--- src/rtl/core/vsc_ram.sv ---
`default_nettype none
module vsc_ram #(
  parameter int WIDTH = 8,
  parameter int DEPTH = 16
) (
  input  wire logic                     clk,
  input  wire logic                     we,
  input  wire logic [$clog2(DEPTH)-1:0] waddr,
  input  wire logic [WIDTH-1:0]         wdata,
  input  wire logic [$clog2(DEPTH)-1:0] raddr,
  output logic      [WIDTH-1:0]         rdata
);

  logic [WIDTH-1:0] mem [DEPTH];

  always_ff @(posedge clk) begin
    if (we) begin
      mem[waddr] <= wdata;
    end
    rdata <= mem[raddr];
  end

endmodule
`default_nettype wire

--- config.mk ---
export PLATFORM = sky130hd
export DESIGN_NAME = vsc_ram
export DESIGN_NICKNAME = d
export VERILOG_FILES = /design/src/rtl/core/vsc_ram.sv
export SDC_FILE = /design/constraint.sdc
export NUM_CORES = 1
export LEC_CHECK = 0
export BUFFER_PORTS_ARGS = -buffer_cell sky130_fd_sc_hd__buf_2
export CAP_MARGIN = 15
export CORE_AREA = 4 4 157 114
export CTS_BUF_LIST = sky130_fd_sc_hd__clkbuf_16
export DETAILED_ROUTE_END_ITERATION = 16
export DIE_AREA = 0 0 161 118
export SKIP_CTS_REPAIR_TIMING = 1
export SLEW_MARGIN = 25
export SYNTH_ARGS = -nofsm -noshare
export SYNTH_HDL_FRONTEND = slang
export SYNTH_SLANG_ARGS = --single-unit
--- constraint.sdc ---
create_clock -name clk -period 2.5 [get_ports clk]
set_clock_uncertainty 0.05 [all_clocks]
set_input_delay 0.125 -clock clk [delete_from_list [all_inputs] [get_ports clk]]
set_output_delay 0.125 -clock clk [all_outputs]
set_load 0.03 [all_outputs]
==> Word level (Yosys, flattened, before mapping) <==
Memory sizes are Yosys's and may differ from the RTL's. A register that Yosys moved wholly into a read port is not among the register bits.
Index checks and enable logic that the tools add are counted.
{ "word_totals": {"ff_bits": 0, "mem_bits_rw": 128, "inputBits": 18, "out_inout_bits": 8, "elab_cells": 3, "mem_count": 1} }
{ "memory_table": {"columns": ["name", "depth", "word_bits", "rd", "rd_clocked_by_memory_dff", "write_ports", "line_no", "rtl"], "rows": [
  ["mem", 16, 8, 1, 1, 1, "14", "logic [WIDTH-1:0] mem [DEPTH];"]
]} }
{ "classes": {"n_mux": 2} }
{ "ops": {"columns": ["cell", "n"], "rows": [
  ["1-bit two-way mux", 2]
]} }

==> Longest topological paths before layout <==
Gate-level depths: netlist of run 1.
{ "depth": {"ltp_word": 2, "mapped_depth": 5, "ltp_nobuf": 3} }

==> Worst setup path before layout of run 1 <==
Ideal clock, no wire load.
{ "synth_path": {"path_kind": "input port to flip-flop", "from": "in waddr[2]", "to": "mem mem[0][0], enable pin", "setup_ns": 0.383, "arrival_ns": 1.235, "required_time_ns": 2.067, "slack_ns": 0.832, "stages": 2, "path_buffers": 0, "path_cell_list": "or3b_2 > nor3_1"} }
{ "synth_lines": {"columns": ["item", "line_no", "rtl"], "rows": [
  ["start: declaration", "8", "input wire logic [$clog2(DEPTH)-1:0] waddr,"],
  ["end: declaration", "14", null]
]} }
No word-level cell before the write port.

==> Worst setup path in the final report of run 1 <==
{ "layout_path": {"from": "in waddr[2]", "to": "mem mem[2][2], enable pin"} }
No word-level cell before the write port.

==> reports/metrics.yaml, run 1 <==
sta:
  finalSetupViolCount: 0
  rsz0062_at_grt: "no"
  drv_slew: 0
  fin_tns_setup_ns: 0
  worst_pin_slew_ns: 0.8474
  slew-limit-headroom: 0.4330
  hold_viol: 0
  min_period_over_period: 0.5849
  max_freq_ghz: 0.6839
  min_period_ns: 1.462
placed_design:
  dpl.hpwl_um: 7483
  io_buffers: 25
  gp_congestion: 0.8228
  dpl.cell_count: 488
  place_area_mm2: 0.005623
setup_path:
  critPathSlowestCell: "nor2_1"
  crit_type: "in2reg"
  required_ns: 2.47
  path_cells: "buf_2 -> or3b_2 -> nor2_1"
  start_kind: "input pin"
  end_kind: "register"
  slowest_delay_ns: 0.67
  cp.arrival_ns: 1.43
  crit_path_max_fanout: 8
synth:
  seq_area_frac_synth: 0.7778
  ys_types: 19
  synth_nets: 247
  synth_area_leader_cell: "edfxtp_1"
  synthCells: 229
  synth_top_cells_by_area: "edfxtp_1 75%, mux4_2 7.9%, mux4_1 7.1%"
  netlist.area_leader.share: 0.7467
  ys_ff_latch: 136
  synthTopCellsByCount: "128 x edfxtp_1, 18 x mux4_2, 16 x a22oi_1, 14 x mux4_1, 13 x nor2_1"
  netlist_area_mm2: 0.005147
  avgSynthCellArea_um2: 22.48
  ys.flop_type: "edfxtp_1"
  yosysMostFrequentCell: "edfxtp_1"
  ys_warn_count: 0
  async_flop_share: 0
  synth_edf_count: 128
global_route:
  antenna_found_initial: 0
  overflow: 0
  grt_pass1_vias: 2597
  grt_pass1_wl_um: 16500
  grt_usage: 0.1217
  grt_max_degree: 25
floorplanning:
  num_rows: 39
  chipHeight_um: 118
  start_util: 0.3177
  dieArea_mm2: 0.01900
  die_x_um: 161
  coreArea_mm2: 0.01620
  ios: 26
pwr:
  net-switching-power_mw: 1.011
  p_sw_frac: 0.1992
  vdd.ir_drop.worst_mv: 0.3926
  finalPower_mw: 5.075
  power_density_mw_per_mm2: 826.1
  p_int_mw: 4.064
  leakage_nw: 2.064
  p_clk_frac: 0.441
  seqPwrFrac: 0.506
  power.share.combinational: 0.053
route:
  num_vias: 2473
  drt_iter0_markers: 167
  ant_nets: 0
  wl_per_cell_um: 21.44
  via_per_inst: 4.793
  drt_first_pass_iters: 4
  drt-total-wl_um: 11070
  drc: 0
clocking:
  numCtsBuffers: 17
  cts_tree: "done"
  htreeDepth: 4
  path_clk_slew_ns: 0.05
  cts_root_buf: "clkbuf_16"
  cts_buffer_depth: 2
  clkLatencyLatePin_ns: 0.40
  clock_sinks: 136
cells_and_area:
  n_antenna_cell: 0
  nFillCells: 1492
  fin_cells: 516
  layout.nets: 300
  area_delta_synth_final_pct: 19.35
  drive_gt1_frac: 0.2852
  stdcell_area_mm2: 0.006143
worst_hold_path:
  hp-class: "in2reg"
run:
  cap_violations: 0
outcome:
  status: "complete, no violations"
==> routing by layer <==
metal	vias up	track usage	wire length, µm
met5	-	0	0
met4	0	0.04422	131
met3	14	0.03745	871
met2	91	0.1660	4765
met1	1289	0.1817	5296
li1	1079	-	-
==> cell families after synthesis <==
logic type | count (synthesis) | share of synthesized area
muxes | 32 | 0.1502
and+or+nand+nor | 35 | 0.03184
buffers and inverters | 10 | 0.01677
AOI/OAI and AO/OA | 16 | 0.02334
DFF | 136 | 0.7778
==> cell type report <==
type                            count  area [µm²]  area share
Sequential cell                   136        4004      0.6517
Multi-Input combinational cell     83        1057      0.1721
Clock buffer                       17       425.4     0.06925
Tap cell                          225       281.5     0.04582
Timing Repair Buffer               44       280.3     0.04562
Clock inverter                     11       95.09     0.01548
==> critical path: cells and delay by family <==
kind | cells | cell delay [ns]
and+or+nand+nor | 2 | 1.19
buffers and inverters | 1 | 0.12
==> state kept, by name, indices dropped and copies added, names as in the netlist <==
name,count
rdata,8
mem,128
==> stage by stage <==
step | hold WS, ns | util | setup slack [ns]
floorplan | 0.1739 | - | 0.8321
global placement | 0.4683 | 0.3471 | 0.6039
detailed placement | 0.4861 | 0.3471 | 0.6053
CTS | 0.05864 | 0.3792 | 1.034
global route | 0.07487 | 0.3792 | 0.9821
finish | 0.06515 | 0.3792 | 1.038
==> final timing paths <==
check | startpoint | endpoint | slack (ns) | cells past startpoint
setup / recovery | waddr[2] | mem[2][2] | 1.04 | 3
hold / removal | wdata[5] | mem[7][5] | 0.07 | 1
setup reg to reg | mem[9][2] | rdata[2] | 1.06 | 3
hold reg to reg | mem[4][3] | rdata[3] | 0.62 | 3
==> placed cells by master, fill, tap and decap left out, types with 2 or more instances in the layout <==
| cell type | count |
|---|---|
| inv_1 | 3 |
| nand2_1 | 9 |
| mux4_2 | 18 |
| buf_2 | 25 |
| nor3_1 | 4 |
| dfxtp_1 | 8 |
| buf_4 | 18 |
| a22oi_1 | 16 |
| clkbuf_16 | 17 |
| nand3b_1 | 2 |
| mux4_1 | 14 |
| bufinv_16 | 2 |
| nand2b_1 | 2 |
| nor2_1 | 13 |
| clkinv_1 | 5 |
| edfxtp_1 | 128 |
==> power by group through the flow <==
stage	Clock [mW]	Combinational, mW	Sequential (mW)
floorplan	0	0.129	2.64
global placement	0	0.266	2.62
detailed placement	0	0.273	2.62
CTS	2.28	0.273	2.57
global route	2.40	0.290	2.57
finish	2.24	0.267	2.57
No activity file was read; power rests on OpenSTA's default activity.
==> run 2, diff against run 1 <==
Clock period 2.5 ns to 1.21 ns, I/O delays scaled along.
==> reports/metrics.yaml, run 2 (synthesis results as in run 1) <==
outcome:
  status: "finished with violations"
  violations: "setup timing"
setup_path:
  r2r_slack_ns: -0.12  # -1.18 ns
  cp.arrival_ns: 1.57  # +0.14 ns
  cp-startpoint: "mem[10][2]"
  rr_startpoint: "mem[10][2]"
  start_kind: "register"
  cp-endpoint: "rdata[2]"
  end_kind: "register"
  crit_path_max_fanout: 1  # -7
  rr_endpoint: "rdata[2]"
  required_ns: 1.46  # -1.01 ns
  ff2ff_path_depth: 3  # unchanged
  crit_type: "reg2reg"
pwr:
  power_density_mw_per_mm2: 1673  # +100%
  leakage_nw: 2.172  # +5.2%
  vdd.ir_drop.worst_mv: 0.9280  # +140%
floorplanning:
  coreArea_mm2: 0.01620  # unchanged
  ios: 26  # unchanged
  die_x_um: 161  # unchanged
  start_util: 0.3177  # unchanged
  chipHeight_um: 118  # unchanged
  num_rows: 39  # unchanged
  dieArea_mm2: 0.01900  # unchanged
global_route:
  grt_pass1_vias: 2679  # +3.2%
  antenna_found_initial: 0  # unchanged
  grt_usage: 0.1217  # about the same
  overflow: 0  # unchanged
  grt_pass1_wl_um: 16620  # +0.76%
  grt_max_degree: 17  # -32%
sta:
  hold_viol: 0  # unchanged
  finalSetupViolCount: 8  # +8
  rsz0062_at_grt: "yes"
  min_period_ns: 1.325
  max_freq_ghz: 0.7547
  drv_slew: 0  # unchanged
  worst_pin_slew_ns: 1.048  # +0.2002 ns
  slew-limit-headroom: 0.3001  # -0.1328
  min_period_over_period: 1.095
  worst_slack_ns: -0.1150  # -1.153 ns
cells_and_area:
  n_antenna_cell: 0  # unchanged
  final_cell_mix: "128 x edfxtp_1, 33 x buf_4, 28 x mux4_2"
  layout.nets: 323  # +7.7%
  top_regs: "mem: 128 flops, rdata: 8 flops"
  multi_input_area_mm2: 0.001116  # +5.6%
  utilization: 0.3991  # +0.01993
  final_common_cell: "edfxtp_1"
  nFillCells: 1476  # -1.1%
  largest_register_ffs: 128  # unchanged
  regMostFlops: "mem"
  drive_gt1_frac: 0.4371  # +0.1519
  regArea_mm2: 0.004004  # unchanged
  area_delta_synth_final_pct: 25.62
clocking:
  path_clk_slew_ns: 0.06  # about the same
  numCtsBuffers: 17  # unchanged
  cts_tree: "done"
  htreeDepth: 4  # unchanged
  clkLatencyLatePin_ns: 0.42  # +0.02 ns
  clock_sinks: 136  # unchanged
  cts_buffer_depth: 2  # unchanged
  cts_root_buf: "clkbuf_16"
route:
  drt_iter0_markers: 242  # +45%
  via_per_inst: 4.641  # -3.2%
  drt-total-wl_um: 10920  # -1.3%
  wl_per_cell_um: 20.10  # -6.3%
  num_vias: 2520  # +1.9%
  drc: 0  # unchanged
  drt_first_pass_iters: 4  # unchanged
  ant_nets: 0  # unchanged
placed_design:
  gp_congestion: 0.7563  # -8.1%
  io_buffers: 25  # unchanged
  dpl.hpwl_um: 7426  # -0.77%
  pre_cts_ws_ns: -0.3280  # -0.9333 ns
worst_hold_path:
  hp-class: "in2reg"
run:
  cap_violations: 0  # unchanged
==> run 2: cell types whose count changed in the layout (fill, tap and decap cells not counted), moves of 4 or more <==
cell           change
buf_4             +15
a22oi_1           -12
a22oi_2           +12
mux4_1            -10
mux4_2            +10
dlygate4sd3_1      +5
clkinv_2           +4
nor3_1             -4
==> run 2: final cells by class <==
type,instances,area share
sequential,136,0.6192
multi-input combinational,83,0.1726
clock buffer,17,0.06579
tap,225,0.04354
clock inverter,15,0.02109
timing repair buffer,67,0.07779
==> run 2: how the worst min path moves through the flow <==
stage | from | to | slack, ns | depth (start not counted)
2_1_floorplan | wdata[0] | mem[0][0] | 0.11 | 0
4_1_cts | wdata[5] | mem[8][5] | -0.04 | 1
6_report | wdata[7] | mem[11][7] | 0.005 | 1
3_5_place_dp | wdata[5] | mem[14][5] | 0.40 | 1
5_1_grt | wdata[7] | mem[11][7] | 0.002 | 1
3_3_place_gp | wdata[5] | mem[14][5] | 0.38 | 1
==> run 2: critical path: stages (launching register included) <==
cell      delay [ns]
edfxtp_1        0.37
mux4_2          0.50
a22oi_2         0.21
nand2_1         0.08
==> run 2: layer usage <==
| metal | wire (µm) | track usage | vias to the layer above |
|---|---|---|---|
| li1 | - | - | 1116 |
| met1 | 5203 | 0.1799 | 1319 |
| met3 | 725 | 0.03780 | 5 |
| met5 | 0 | 0 | - |
| met2 | 4925 | 0.1662 | 80 |
| met4 | 61 | 0.04795 | 0 |
==> run 2: per-stage QoR <==
step | setup TNS (ns) | instances | total power [mW] | area, µm² | hold slack (ns)
4_1_cts | -1.293 | 538 | 10.89 | 6394 | -0.04416
5_1_grt | -1.028 | 543 | 11.23 | 6466 | 0.002063
3_5_place_dp | -8.008 | 506 | 6.016 | 5832 | 0.4043
2_1_floorplan | -0.2850 | 229 | 5.726 | 5191 | 0.1094
3_3_place_gp | -6.914 | 506 | 5.997 | 5832 | 0.3840
6_report | -0.6077 | 543 | 10.82 | 6466 | 0.005199
==> run 2: where the power goes <==
group          total (mW)  internal, mW  switching [mW]  leakage (nW)
clock network        4.86          2.99            1.87         0.275
logic               0.644         0.276           0.368         0.673
registers            5.31          5.27          0.0441          1.22
total                10.8          8.54            2.28          2.17
